File: src/design/sclp_pkg.sv
// shared constants and types of the serial command line parser
package sclp_pkg;

  localparam int unsigned DefLineBufferBytes = 32;

  // longest command text is "led yellow"; later characters never decide a match
  localparam int unsigned MatchChars = 10;
  localparam int unsigned MatchIdxW  = $clog2(MatchChars);

  localparam int unsigned ByteW = 8;
  localparam int unsigned CodeW = 3;
  localparam int unsigned LenW  = 5;

  localparam logic [ByteW-1:0] CharCr  = 8'h0D;
  localparam logic [ByteW-1:0] CharLf  = 8'h0A;
  localparam logic [ByteW-1:0] CharBs  = 8'h08;
  localparam logic [ByteW-1:0] CharDel = 8'h7F;

  typedef logic [ByteW-1:0] char_t;

  typedef enum logic [CodeW-1:0] {
    CMD_GREEN    = 3'd0,
    CMD_BLUE     = 3'd1,
    CMD_YELLOW   = 3'd2,
    CMD_RED      = 3'd3,
    CMD_STATUS   = 3'd4,
    CMD_HELP     = 3'd5,
    CMD_UNKNOWN  = 3'd6,
    CMD_TOO_LONG = 3'd7
  } cmd_code_e;

  typedef struct packed {
    logic [LenW-1:0] line_length;
    cmd_code_e       cmd_code;
  } result_t;

endpackage

File: src/design/sclp_match.sv
// exact match of the held line against the command set
module sclp_match import sclp_pkg::*; #(
  parameter int unsigned CountW = 5
) (
  input  char_t              chars_i [MatchChars],
  input  logic [CountW-1:0]  count_i,
  output cmd_code_e          cmd_code_o
);

  localparam logic [4*ByteW-1:0]  TxtHelp   = "help";
  localparam logic [6*ByteW-1:0]  TxtStatus = "status";
  localparam logic [7*ByteW-1:0]  TxtRed    = "led red";
  localparam logic [8*ByteW-1:0]  TxtBlue   = "led blue";
  localparam logic [9*ByteW-1:0]  TxtGreen  = "led green";
  localparam logic [10*ByteW-1:0] TxtYellow = "led yellow";

  logic [4*ByteW-1:0]  w4;
  logic [6*ByteW-1:0]  w6;
  logic [7*ByteW-1:0]  w7;
  logic [8*ByteW-1:0]  w8;
  logic [9*ByteW-1:0]  w9;
  logic [10*ByteW-1:0] w10;

  // first character ends up in the top byte, as in a string literal
  assign w4  = {chars_i[0], chars_i[1], chars_i[2], chars_i[3]};
  assign w6  = {w4, chars_i[4], chars_i[5]};
  assign w7  = {w6, chars_i[6]};
  assign w8  = {w7, chars_i[7]};
  assign w9  = {w8, chars_i[8]};
  assign w10 = {w9, chars_i[9]};

  always_comb begin
    cmd_code_o = CMD_UNKNOWN;
    priority if (count_i == CountW'(1)) begin
      priority if (chars_i[0] == "g" || chars_i[0] == "G") cmd_code_o = CMD_GREEN;
      else if (chars_i[0] == "b" || chars_i[0] == "B") cmd_code_o = CMD_BLUE;
      else if (chars_i[0] == "y" || chars_i[0] == "Y") cmd_code_o = CMD_YELLOW;
      else if (chars_i[0] == "r" || chars_i[0] == "R") cmd_code_o = CMD_RED;
      else cmd_code_o = CMD_UNKNOWN;
    end else if (count_i == CountW'(4)) begin
      if (w4 == TxtHelp) cmd_code_o = CMD_HELP;
    end else if (count_i == CountW'(6)) begin
      if (w6 == TxtStatus) cmd_code_o = CMD_STATUS;
    end else if (count_i == CountW'(7)) begin
      if (w7 == TxtRed) cmd_code_o = CMD_RED;
    end else if (count_i == CountW'(8)) begin
      if (w8 == TxtBlue) cmd_code_o = CMD_BLUE;
    end else if (count_i == CountW'(9)) begin
      if (w9 == TxtGreen) cmd_code_o = CMD_GREEN;
    end else if (count_i == CountW'(10)) begin
      if (w10 == TxtYellow) cmd_code_o = CMD_YELLOW;
    end else begin
      cmd_code_o = CMD_UNKNOWN;
    end
  end

endmodule

File: src/design/serial_command_line_parser.sv
// top level of the serial command line parser
//
// Takes one received serial byte per item and builds a text line of up to
// LINE_BUFFER_BYTES-1 characters. Backspace and delete drop the last
// character; carriage return or line feed on a non-empty line closes it and
// one result item comes out: the command code (green, blue, yellow, red,
// status, help or unknown) and the line length. A printable or other plain
// byte arriving on a full line is dropped and gives a too long result with
// the line capacity (low 5 bits) as length. Empty line ends and erases give
// nothing. The line state and the first ten characters sit in registers, the
// command compare is a parallel match on them, and its code goes into a
// two-entry output register, so a new byte is taken every cycle unless both
// output entries are full.
module serial_command_line_parser import sclp_pkg::*; #(
  parameter int unsigned LINE_BUFFER_BYTES = DefLineBufferBytes
) (
  input  logic        clk_i,
  input  logic        rst_ni,
  // input bytes
  input  logic        s_axis_tvalid,
  output logic        s_axis_tready,
  input  logic [7:0]  s_axis_tdata,   // [7:0] rx_byte
  // command results
  output logic        m_axis_tvalid,
  input  logic        m_axis_tready,
  output logic [7:0]  m_axis_tdata    // [2:0] cmd_code, [7:3] line_length
);

  localparam int unsigned CountW = $clog2(LINE_BUFFER_BYTES);
  localparam logic [CountW-1:0] LineCap = CountW'(LINE_BUFFER_BYTES - 1);

  // line state
  logic [CountW-1:0] count_q, count_d;
  char_t             chars_q [MatchChars];

  // output register and skid entry
  logic    out_valid_q, out_valid_d;
  result_t out_data_q, out_data_d;
  logic    skid_valid_q, skid_valid_d;
  result_t skid_data_q, skid_data_d;

  logic      in_acc;
  logic      out_pop;
  logic      is_end, is_erase;
  logic      push;
  logic      store_en;
  result_t   res;
  cmd_code_e match_code;

  assign s_axis_tready = !skid_valid_q;
  assign in_acc        = s_axis_tvalid && s_axis_tready;
  assign out_pop       = out_valid_q && m_axis_tready;

  assign is_end   = (s_axis_tdata == CharCr) || (s_axis_tdata == CharLf);
  assign is_erase = (s_axis_tdata == CharBs) || (s_axis_tdata == CharDel);

  sclp_match #(
    .CountW (CountW)
  ) u_match (
    .chars_i    (chars_q),
    .count_i    (count_q),
    .cmd_code_o (match_code)
  );

  // line update and result selection for the byte on the input
  always_comb begin
    count_d  = count_q;
    push     = 1'b0;
    store_en = 1'b0;
    res.cmd_code    = match_code;
    res.line_length = LenW'(count_q);
    if (in_acc) begin
      priority if (is_end) begin
        // close a non-empty line, ignore an empty one
        if (count_q != '0) begin
          push    = 1'b1;
          count_d = '0;
        end
      end else if (is_erase) begin
        if (count_q != '0) count_d = count_q - CountW'(1);
      end else if (count_q < LineCap) begin
        store_en = (count_q < CountW'(MatchChars));
        count_d  = count_q + CountW'(1);
      end else begin
        // full line: drop the byte and report too long
        push            = 1'b1;
        count_d         = '0;
        res.cmd_code    = CMD_TOO_LONG;
        res.line_length = LenW'(LineCap);
      end
    end
  end

  // two-entry output queue
  always_comb begin
    out_valid_d  = out_valid_q;
    out_data_d   = out_data_q;
    skid_valid_d = skid_valid_q;
    skid_data_d  = skid_data_q;
    if (skid_valid_q) begin
      // input is stalled here, only drain
      if (out_pop) begin
        out_data_d   = skid_data_q;
        skid_valid_d = 1'b0;
      end
    end else if (push) begin
      if (!out_valid_q || out_pop) begin
        out_data_d  = res;
        out_valid_d = 1'b1;
      end else begin
        skid_data_d  = res;
        skid_valid_d = 1'b1;
      end
    end else if (out_pop) begin
      out_valid_d = 1'b0;
    end
  end

  always_ff @(posedge clk_i or negedge rst_ni) begin
    if (!rst_ni) begin
      count_q      <= '0;
      out_valid_q  <= 1'b0;
      skid_valid_q <= 1'b0;
    end else begin
      count_q      <= count_d;
      out_valid_q  <= out_valid_d;
      skid_valid_q <= skid_valid_d;
    end
  end

  // payload registers, no reset
  always_ff @(posedge clk_i) begin
    out_data_q  <= out_data_d;
    skid_data_q <= skid_data_d;
    if (store_en) chars_q[count_q[MatchIdxW-1:0]] <= s_axis_tdata;
  end

  assign m_axis_tvalid = out_valid_q;
  assign m_axis_tdata  = out_data_q;

`ifndef SYNTHESIS
  a_count_in_range: assert property (@(posedge clk_i) disable iff (!rst_ni)
    count_q <= LineCap)
    else $error("line count above capacity");

  a_skid_needs_out: assert property (@(posedge clk_i) disable iff (!rst_ni)
    skid_valid_q |-> out_valid_q)
    else $error("skid entry held while output empty");

  a_too_long_len: assert property (@(posedge clk_i) disable iff (!rst_ni)
    (out_valid_q && out_data_q.cmd_code == CMD_TOO_LONG)
      |-> out_data_q.line_length == LenW'(LineCap))
    else $error("too long result with wrong length");

  a_result_clears: assert property (@(posedge clk_i) disable iff (!rst_ni)
    push |=> count_q == '0)
    else $error("line not cleared after result");

  a_no_push_when_full: assert property (@(posedge clk_i) disable iff (!rst_ni)
    skid_valid_q |-> !push)
    else $error("result pushed while both entries full");
`endif

endmodule

File: config.mk
export PLATFORM = sky130hd
export DESIGN_NAME = serial_command_line_parser
export DESIGN_NICKNAME = d
export VERILOG_FILES = /design/src/design/sclp_pkg.sv /design/src/design/sclp_match.sv /design/src/design/serial_command_line_parser.sv
export SDC_FILE = /design/constraint.sdc
export NUM_CORES = 1
export LEC_CHECK = 0
export ABC_AREA = 1
export BUFFER_PORTS_ARGS = -buffer_cell sky130_fd_sc_hd__buf_4
export CORE_ASPECT_RATIO = 1.75
export CORE_UTILIZATION = 34
export DETAILED_ROUTE_END_ITERATION = 12
export SYNTH_ARGS = -nofsm -noshare
export SYNTH_HDL_FRONTEND = slang
export SYNTH_SLANG_ARGS = --single-unit
File: constraint.sdc
create_clock -name clk_i -period 2.7 [get_ports clk_i]
set_input_delay 0.27 -clock clk_i [delete_from_list [all_inputs] [get_ports clk_i]]
set_output_delay 0.27 -clock clk_i [all_outputs]
set_load 0.05 [all_outputs]
# Word level (Yosys, flattened, before mapping)
# Index checks and enable logic that the tools add are counted.
word_totals:
  elab_cells: 124
  input_bits: 12
  regBits: 103
classes:
  addsub: 2
  eq_ne: 29
  bitwise: 3
  order_cmp: 4
  mux: 49
  n_reduce_logical: 20
op_table:
  columns: ["op", "count"]
  rows:
  - ["80-bit bitwise mux", 1]
  - ["80-bit by 79-bit equality test with 1-bit output (second input constant)", 1]
  - ["72-bit by 71-bit equality test with 1-bit output (second input constant)", 1]
  - ["8-bit by 7-bit equality test with 1-bit output (second input constant)", 9]
  - ["8-bit two-way mux", 9]
  - ["64-bit by 63-bit equality test with 1-bit output (second input constant)", 1]
  - ["56-bit by 55-bit equality test with 1-bit output (second input constant)", 1]
  - ["48-bit by 47-bit equality test with 1-bit output (second input constant)", 1]
  - ["3-bit two-way mux", 15]
  - ["8-bit demux with 4-bit select", 1]
  - ["32-bit by 31-bit equality test with 1-bit output (second input constant)", 1]
  - ["5-bit two-way mux", 5]
  - ["8-bit by 4-bit equality test with 1-bit output (second input constant)", 3]
  - ["1-bit two-way mux", 16]
  - ["5-bit by 3-bit equality test with 1-bit output (second input constant)", 3]
  - ["5-bit by 4-bit equality test with 1-bit output (second input constant)", 3]
  - ["3-bit AND reduction", 4]
  - ["2-bit by 1-bit inequality test with 1-bit output (second input constant)", 4]
  - ["1-bit logical OR", 7]
  - ["2-bit nonzero test", 3]
  - ["5-bit by 1-bit adder with 5-bit output (second input constant)", 1]
  - ["5-bit by 1-bit equality test with 1-bit output (second input constant)", 1]
  - ["5-bit >= comparator (second input constant)", 1]
  - ["5-bit by 1-bit less-than comparator with 1-bit output (second input constant)", 1]
  - ["other kinds (9)", 14]

# Longest topological paths before layout
# Gate-level depths: netlist of the first run.
depth:
  word_depth: 16
  mapped_depth: 17
  ltp_nobuf: 17

# Modules after synthesis
# A second synthesis of the first run with hierarchy kept.
hier_totals:
  hier_cells: 539
  hier_area_um2: 4974.8
by_module_without_submodules:
  columns: ["module", "cells_each", "seq_area_each_um2", "instances", "area_per_inst_um2"]
  rows:
  - ["serial_command_line_parser", 270, 3057.9, 1, 3831.2]
  - ["sclp_match", 269, 0.0, 1, 1143.6]

# Worst setup path before layout of the first run
# No wires, ideal clock.
synth_timing:
  path_type: "register to register"
  from: "register skid_valid_q"
  to: "register chars_q[16] (netlist name), enable pin"
  t_required_ns: 2.317
  period_less_slack_ns: 2.488
  path_slack_ns: 0.212
  arrival_time_ns: 2.105
  path_stages_with_launch: 8
  path_buffers: 0
  path_cell_list: "dfrtp_1 -> inv_1 -> nand2_1 -> inv_1 -> nand2_1 -> inv_1 -> o2111ai_2 -> nor3_1"
synth_via:
  elab_chain_len: 3
synth_lines:
  columns: ["element", "line_no", "text"]
  rows:
  - ["from (decl)", "serial_command_line_parser.sv:39", "logic skid_valid_q, skid_valid_d;"]
  - ["from (signal assigned)", "serial_command_line_parser.sv:127", "skid_valid_q <= skid_valid_d;"]
  - ["1-bit logical NOT", "serial_command_line_parser.sv:50", "assign s_axis_tready = !skid_valid_q;"]
  - ["named net s_axis_tready", "serial_command_line_parser.sv:21", "output logic s_axis_tready,"]
  - ["1-bit logical AND", "serial_command_line_parser.sv:51", "assign in_acc = s_axis_tvalid && s_axis_tready;"]
  - ["1-bit two-way mux", "serial_command_line_parser.sv:72", "if (in_acc) begin"]
  - ["to (signal, indexed assignment)", "serial_command_line_parser.sv:135", "if (store_en) chars_q[count_q[MatchIdxW-1:0]] <= s_axis_tdata;"]
  - ["to (decl)", "serial_command_line_parser.sv:34", "char_t chars_q [MatchChars];"]
# The timed path passes the listed nets, and every way through them passes these cells.
# A chain may end at the register's enable or synchronous reset.

# Worst setup path in the final report of the first run
layout_timing:
  from: "register skid_valid_q"
  to: "register chars_q[14] (netlist name), enable pin"
layout_via:
  elab_chain_len: 3
layout_lines:
  columns: ["element", "line_no"]
  rows:
  - ["1-bit logical NOT", "serial_command_line_parser.sv:50"]
  - ["1-bit logical AND", "serial_command_line_parser.sv:51"]
  - ["1-bit two-way mux", "serial_command_line_parser.sv:72"]
# Every way passes these cells.

==> results of run 1 <==
-- flip-flops by register name, summed over array words and instances (netlist names) --
register / count
m_axis_tvalid: 1
m_axis_tdata: 8
skid_data_q: 8
count_q: 5
chars_q: 80
skid_valid_q: 1
-- through the flow --
step           instance area [um^2]  total power [mW]  worst slack (ns)
2_1_floorplan                  4867             2.880            0.2119
3_3_place_gp                   5265             3.133            0.4381
3_5_place_dp                   5265             3.161            0.3569
4_1_cts                        5580             4.465            0.3381
5_1_grt                        5580             4.642            0.1485
6_report                       5580             4.429            0.3460
-- worst max-delay path, cell delays in order (launching register included) --
cell and delay (ns):
dfrtp_1 0.52, inv_1 0.25, nand2_1 0.14, inv_1 0.09
nand2_1 0.09, inv_1 0.11, o2111ai_2 0.34, nor3_1 0.31
buf_4 0.21
-- cells by family (layout without fill, tap and decap cells) --
kind of cell    Yosys count  count (layout)  synth area share
simple gates            268             268            0.2519
fa+ha+maj                 4               4           0.01028
xor+xnor                  1               1          0.001800
flops                   103             103            0.6283
compound gates           27              27           0.03702
buf+inv                  81             121           0.07069
-- where the power goes --
part / switching [mW] / internal [mW]
Sequential: 0.149 / 1.95
Combinational: 0.710 / 0.310
Clock: 0.573 / 0.733
Total: 1.43 / 3.00
-- timing repair --
action | 4_1_cts | 5_1_grt
hold buffers | 1 | 0
hold endpoints to repair | 7 | 0
setup endpoints to repair | 0 | 0
-- synthesized netlist by cell type (5+ instances only) --
cell and instances:
nand2_1 111, clkbuf_1 5, nand3_1 23, o21ai_0 14, nand4_1 13, nor2_1 71, nor3_1 16, nor2_2 9
inv_1 66, edfxtp_1 96, dfrtp_1 7
-- path summary, 6_finish.rpt --
| kind | from | to |
|---|---|---|
| setup / recovery | skid_valid_q$_DFF_PN0_ | chars_q[14]$_DFFE_PP_ |
| hold / removal | m_axis_tready | m_axis_tvalid$_DFFE_PN0P_ |
| setup reg to reg | skid_valid_q$_DFF_PN0_ | chars_q[14]$_DFFE_PP_ |
| hold reg to reg | skid_data_q[0]$_DFFE_PP_ | m_axis_tdata[0]$_DFFE_PP_ |
| max in group asynchronous | rst_ni | count_q[4]$_DFFE_PN0P_ |
| min in group asynchronous | rst_ni | count_q[0]$_DFFE_PN0P_ |
-- layer usage --
layer / wire [um] / vias up / GRT usage / share of wire
met5: 0 / - / 0 / 0
met4: 511 / 0 / 0.1023 / 0.047
met3: 483 / 30 / 0.03190 / 0.044
met2: 6069 / 99 / 0.2987 / 0.56
met1: 3853 / 1573 / 0.1522 / 0.35
li1: - / 1666 / - / -
-- final cells by class --
class	instances	area [um^2]
sequential	103	3058
clock buffer	10	229.0
multi-input combinational	300	1465
inverter	72	280.3
tap	177	221.5
fill	1347	8327
timing repair buffer	33	250.2
clock inverter	6	76.32
==> impl_metrics.ini, run 1 <==
[placement]
place.gp.congestion = 0.8901
dp_cells = 684
io_buffer_count = 21
dp_hpwl_um = 8291

[global_route]
grt_pass1_wl_um = 17440
gr-total-overflow = 0
grt_usage = 0.1590
antenna_found_initial = 0
grt_max_degree = 19
first_global_vias = 3428

[clocking]
cts_resized = 0
path_clk_slew_ns = 0.07
clockBufferDepth = 2
cts.sinks = 103
clk_latency_ns = 0.34
cts_tree = done
cts_root_buf = clkbuf_16
htreeDepth = 3
cts_setup_buffers = 0
cts_buffers = 9

[drt]
drt-initial-drc-count = 158
drtAntennaViolNets = 0
vias_per_cell = 4.805
first_pass_iters = 5
drc = 0
wirelength_um = 10920
dr_total_vias = 3368
wl_per_cell_um = 15.57

[timing]
finalCritPeriodShare = 0.8718
finalHoldViolCount = 0
maxSlewViolCount = 0
finalSetupViolations = 0
relSlewSlack = 0.5714
fin_skew_ns = 0.005895
holdWs_ns = 0.1109
fin_setup_tns_ns = 0
rsz0062_at_grt = no
fmax_mhz = 424.8
period_needed_ns = 2.354
tightest_slew_ns = 0.6429

[logic_synthesis]
synth_fp_nets = 500
yosysTopAreaCell = edfxtp_1
seq_area_frac_synth = 0.6283
synthArstFlopShare = 0.06796
ys_seq_elements = 103
synth_ff_type = edfxtp_1
syn_avg_cell_area_um2 = 10.06
synthTopCellsByArea = edfxtp_1, nand2_1, nor2_1
netlist_area_um2 = 4867
synth_edf_count = 96
ys_warn_count = 0
synth_top_area_frac = 0.5923
ys_types = 36
synth_cells = 484

[setup_path]
critPathMaxFanout = 15
crit_arrival_ns = 2.41
cp.required_ns = 2.75
start_kind = flop
r2r_setup_slack_ns = 0.35
crit_path_end_kind = flop
reg2regPathDepth = 8
critPathKind = flop to flop

[layout]
final_common_cell = nand2_1
final_net_count = 535
final_util = 0.4013
diodes = 0
area_delta_synth_final_pct = 14.65
final_cell_mix = nand2_1, edfxtp_1, nor2_1, inv_1, buf_4
final-instance-count-excl-fill = 701
drive_above_1_share = 0.1603

[pwr]
power_density_nw_per_um2 = 793.6
vdd_drop_max_mv = 0.3116
p_leak_nw = 2.101

[die]
row_count = 57
core-area_um2 = 13910
ios = 22
start_util = 0.3500
dieArea_um2 = 14820
die_w_um = 92.45
die_h_um = 160.3

[outcome]
status = complete, no violations

[flow_run]
cap_violations = 0

[min_path]
worstHoldPathCells = 2
min_path_type = input port to flop
Power figures use the tool's default switching activity.
==> run 2: changes to the inputs <==
==> constraint.sdc (replaced) <==
create_clock -name clk_i -period 2.15 [get_ports clk_i]
set_input_delay 0.215 -clock clk_i [delete_from_list [all_inputs] [get_ports clk_i]]
set_output_delay 0.215 -clock clk_i [all_outputs]
set_load 0.05 [all_outputs]
==> run 2 against run 1 <==
Clock power grew 21%. Maximum frequency grew 17%. Sequential share of layout area shrank 2.4 points. Die area is the same. Register-to-register slack lost 0.21 ns. Critical endpoint is now m_axis_tdata[0]$_DFFE_PP_. Largest power group unchanged.
==> impl_metrics.ini, run 2 (synthesis results as in run 1) <==
[outcome]
status = complete, no violations

[drt]
dr_total_vias = 3405
wl_per_cell_um = 15.60
drtAntennaViolNets = 0
drt-initial-drc-count = 176
wirelength_um = 11220
vias_per_cell = 4.736
drc = 0
first_pass_iters = 4

[setup_path]
critPathMaxFanout = 8
critPathKind = flop to flop
crit_buf_inv = 4
reg2regPathDepth = 12
r2r_setup_slack_ns = 0.14
cp_top_family = simple AND/OR/NAND/NOR gates
endpoint = m_axis_tdata[0]$_DFFE_PP_
path_cells = inv_2 -> buf_4 -> nor3_2 -> inv_2 -> nor2_4 -> nand2_2 -> o21ai_2 -> nand2_1 -> nand2_1 -> o21ai_2 -> nor2_2 -> buf_4
critPathSlowestCell = dfrtp_1
r2r-start = count_q[0]$_DFFE_PN0P_
crit_arrival_ns = 2.07
crit_path_end_kind = flop
worst-path-stages = 12
worstReg2RegEnd = m_axis_tdata[0]$_DFFE_PP_
start_kind = flop
critPathMaxStageDelay_ns = 0.40
cp.required_ns = 2.21
crit_path_start = count_q[0]$_DFFE_PN0P_

[timing]
finalSetupViolations = 0
finalCritPeriodShare = 0.9363
finalHoldViolCount = 0
maxSlewViolCount = 0
holdWs_ns = 0.05474
rsz0062_at_grt = yes
relSlewSlack = 0.7193
tightest_slew_ns = 0.4198
fin_skew_ns = 0.01148
period_needed_ns = 2.013
fmax_mhz = 496.8

[clocking]
htreeDepth = 3
clk_latency_ns = 0.35
cts.sinks = 103
clockBufferDepth = 2
cts_root_buf = clkbuf_16
cts_buffers = 9
cts_tree = done
path_clk_slew_ns = 0.07

[global_route]
grt_pass1_wl_um = 17730
first_global_vias = 3419
grt_usage = 0.1613
gr-total-overflow = 0
antenna_found_initial = 0
grt_max_degree = 20

[die]
core-area_um2 = 13910
die_h_um = 160.3
row_count = 57
ios = 22
start_util = 0.3500
dieArea_um2 = 14820
die_w_um = 92.45

[placement]
io_buffer_count = 21
place.gp.congestion = 0.9513
dp_hpwl_um = 8803
dp_cells = 700

[flow_run]
cap_violations = 0

[layout]
final_common_cell = nand2_1
drive_above_1_share = 0.2214
diodes = 0
final_cell_mix = nand2_1, edfxtp_1, nor2_1, inv_1, buf_4
final-instance-count-excl-fill = 719
final_net_count = 553
multi_input_area_um2 = 1589
fillers = 1326
seqCellArea_um2 = 3059
largest_reg_flops = 80
area_delta_synth_final_pct = 20.03

[min_path]
min_path_type = input port to flop
min_from = m_axis_tready

[pwr]
power_density_nw_per_um2 = 997.1
vdd_drop_max_mv = 0.4913
p_leak_nw = 2.241
-- run 2: cell count changes in the layout (fill, tap and decap cells not counted), sizes merged --
cell,previous run,this run
buf,32,50
bufinv,1,0
clkbuf,10,9
clkinv,2,4
clkinvlp,2,1
inv,73,74
-- run 2: cell type report --
cell class,instances,share of cell area
timing repair buffer,51,0.06811
sequential,103,0.5237
multi-input combinational,300,0.2720
inverter,72,0.04862
clock inverter,7,0.01114
tap,177,0.03791
clock buffer,9,0.03855
-- run 2: how the worst min path moves through the flow --
stage                                 to  slack (ns)  depth (start not counted)
2_1_floorplan     count_q[0]$_DFFE_PN0P_       -0.08                          0
3_3_place_gp      count_q[1]$_DFFE_PN0P_        0.04                          1
3_5_place_dp      count_q[2]$_DFFE_PN0P_        0.05                          1
4_1_cts        m_axis_tvalid$_DFFE_PN0P_        0.04                          2
5_1_grt        m_axis_tvalid$_DFFE_PN0P_        0.06                          2
6_report       m_axis_tvalid$_DFFE_PN0P_        0.05                          2
-- run 2: power by group --
part           leakage, nW  internal, mW  switching [mW]
registers            0.955          2.46           0.150
clock network        0.144         0.812           0.772
logic                 1.14         0.578            1.06
total                 2.24          3.85            1.98
-- run 2: worst register-to-register path: stages, from the launching register on --
cell and delay [ns]:
dfrtp_1 0.40, inv_2 0.08, buf_4 0.15, nor3_2 0.13, inv_2 0.07, nor2_4 0.12, nand2_2 0.07, o21ai_2 0.21
nand2_1 0.08, nand2_1 0.08, o21ai_2 0.07, nor2_2 0.08, buf_4 0.18
-- run 2: routing by layer --
| layer | vias to the layer above | GRT usage | wire length (um) |
|---|---|---|---|
| li1 | 1717 | - | - |
| met1 | 1604 | 0.1664 | 4296 |
| met2 | 63 | 0.3071 | 6287 |
| met3 | 21 | 0.02762 | 290 |
| met4 | 0 | 0.07457 | 341 |
| met5 | - | 0 | 0 |
-- run 2: through the flow --
step / cell area (um^2) / setup WS (ns) / util / setup TNS, ns / total power, mW
3_5_place_dp: 5508 / 0.05550 / 0.3960 / 0 / 4.229
3_3_place_gp: 5508 / 0.09986 / 0.3960 / 0 / 4.204
2_1_floorplan: 4977 / 0.003498 / - / 0 / 3.771
4_1_cts: 5808 / 0.04080 / 0.4176 / 0 / 5.815
5_1_grt: 5842 / -0.01645 / 0.4201 / -0.01645 / 6.119
6_report: 5842 / 0.1369 / 0.4201 / 0 / 5.825
-- run 2: repair_timing --
| action | 4_1_cts | 5_1_grt |
|---|---|---|
| hold buffers | 1 | 0 |
| endpoints found under the setup margin | 0 | 18 |
| resized for setup | 0 | 7 |
| buffers inserted | 0 | 2 |
| endpoints found under the hold margin | 7 | 0 |
==> run 3: changes to the inputs <==
--- a/config.mk
+++ b/config.mk
@@ -6,10 +6,10 @@
 export NUM_CORES = 1
 export LEC_CHECK = 0
 export ABC_AREA = 1
-export BUFFER_PORTS_ARGS = -buffer_cell sky130_fd_sc_hd__buf_4
 export CORE_ASPECT_RATIO = 1.75
 export CORE_UTILIZATION = 34
 export DETAILED_ROUTE_END_ITERATION = 12
+export DONT_BUFFER_PORTS = 1
 export SYNTH_ARGS = -nofsm -noshare
 export SYNTH_HDL_FRONTEND = slang
 export SYNTH_SLANG_ARGS = --single-unit
==> run 3 against run 2 <==
Critical path depth decreased by 4. Routed wire length increased by 2.6%. Largest power group unchanged. Hold slack got worse by 0.022 ns. Combinational power decreased by 10%. Cell count decreased by 3.5%. Clock power increased by 8%. Via count decreased by 2.5%. First-iteration DRC count decreased by 30%. Register-to-register slack about the same. Sequential cell count unchanged. Highest routed layer unchanged.
==> impl_metrics.ini, run 3 (synthesis results as in run 1) <==
[outcome]
status = complete, no violations

[timing]
period_needed_ns = 2.020
fin_skew_ns = 0.007263
maxSlewViolCount = 0
fin_setup_tns_ns = 0
finalHoldViolCount = 0
finalSetupViolations = 0
relSlewSlack = 0.6374
finalCritPeriodShare = 0.9397
rsz0062_at_grt = no
fmax_mhz = 495.0
tightest_slew_ns = 0.5421

[layout]
final-instance-count-excl-fill = 694
area_delta_synth_final_pct = 16.94
final_net_count = 528
diodes = 0
largest_reg_flops = 80
drive_above_1_share = 0.1644
final_cell_mix = nand2_1, edfxtp_1, nor2_1, inv_1, nand3_1
final_area_um2 = 5692
final_common_cell = nand2_1

[clocking]
clk_latency_ns = 0.35
cts_buffers = 9
cts_root_buf = clkbuf_16
htreeDepth = 3
clockBufferDepth = 2
path_clk_slew_ns = 0.07
cts_tree = done
cts.sinks = 103
cts_setup_buffers = 0

[global_route]
grt_usage = 0.1697
antenna_found_initial = 0
gr-total-overflow = 0
first_global_vias = 3540
grt_pass1_wl_um = 18390
grt_max_degree = 20

[setup_path]
r2r-start = skid_valid_q$_DFF_PN0_
start_kind = flop
critPathKind = flop to flop
crit_path_start = skid_valid_q$_DFF_PN0_
cp.required_ns = 2.15
crit_arrival_ns = 2.02
crit_path_end_kind = flop
critPathMaxFanout = 8

[pwr]
vdd_drop_max_mv = 0.3627
power_density_nw_per_um2 = 1024
power.total_mw = 5.831
p_leak_nw = 2.114

[placement]
dp_hpwl_um = 8178
dp_cells = 668
io_buffer_count = 0
place.gp.congestion = 0.8577
placed_cell_area_um2 = 5255

[die]
row_count = 57
die_w_um = 92.45
start_util = 0.3500
dieArea_um2 = 14820
core-area_um2 = 13910
ios = 22
die_h_um = 160.3

[min_path]
min_path_type = input port to flop
min_from = m_axis_tready

[drt]
drt-initial-drc-count = 124
vias_per_cell = 4.785
drtAntennaViolNets = 0
first_pass_iters = 4
dr_total_vias = 3321
drc = 0
wirelength_um = 11510
wl_per_cell_um = 16.59

[flow_run]
cap_violations = 0
## run 3: cell types whose count changed in the layout (fill, tap and decap cells not counted), sizes merged
cell,delta
clkinvlp,+1
buf,-34
bufinv,+1
clkinv,-2
dlygate4sd3,+9
## run 3: power by group
group | switching [mW] | internal, mW
clock | 0.772 | 0.929
combinational | 0.968 | 0.490
sequential | 0.212 | 2.46
total | 1.95 | 3.88
## run 3: what timing repair did
action	in CTS	in global routing
resized for setup	0	7
endpoints found under the setup margin	0	17
hold buffers	10	0
hold endpoints to repair	88	0
## run 3: final cells by class
type,instances,area (um^2)
Multi-Input combinational cell,300,1589
Sequential cell,103,3059
Clock buffer,9,225.2
Clock inverter,7,88.84
Inverter,72,284.0
Fill cell,1352,8215
Tap cell,177,221.5
Timing Repair Buffer,26,224.0
## run 3: stage by stage
step	setup WS (ns)	utilization	hold slack, ns
after floorplan	0.003498	-	-0.08059
after global placement	0.1557	0.3779	-0.08024
after detailed placement	0.1277	0.3779	-0.08027
after CTS	0.1087	0.4076	0.02571
after global routing	0.004231	0.4093	0.06660
final	0.1297	0.4093	0.03270
## run 3: worst paths after layout
kind | endpoint | slack (ns) | depth (start not counted)
min reg2reg | skid_data_q[3]$_DFFE_PP_ | 0.52 | 0
max in group asynchronous | count_q[3]$_DFFE_PN0P_ | 1.64 | 1
max reg2reg | chars_q[1]$_DFFE_PP_ | 0.13 | 8
min | skid_valid_q$_DFF_PN0_ | 0.03 | 3
max | chars_q[1]$_DFFE_PP_ | 0.13 | 8
min in group asynchronous | count_q[0]$_DFFE_PN0P_ | 0.21 | 1
## run 3: layer usage
layer	share of wire	vias up	track usage
li1	-	1658	-
met1	0.36	1573	0.1697
met2	0.56	67	0.3209
met3	0.026	23	0.02286
met4	0.046	0	0.1044
met5	0	-	0
## run 3: worst max-delay path, cell delays in order (launching register included)
cell and delay [ns]:
dfrtp_1 0.42, clkinvlp_4 0.09, nand2_1 0.08, inv_1 0.08
nand2_1 0.09, inv_1 0.13, o2111ai_4 0.15, buf_4 0.22
nor2_2 0.42
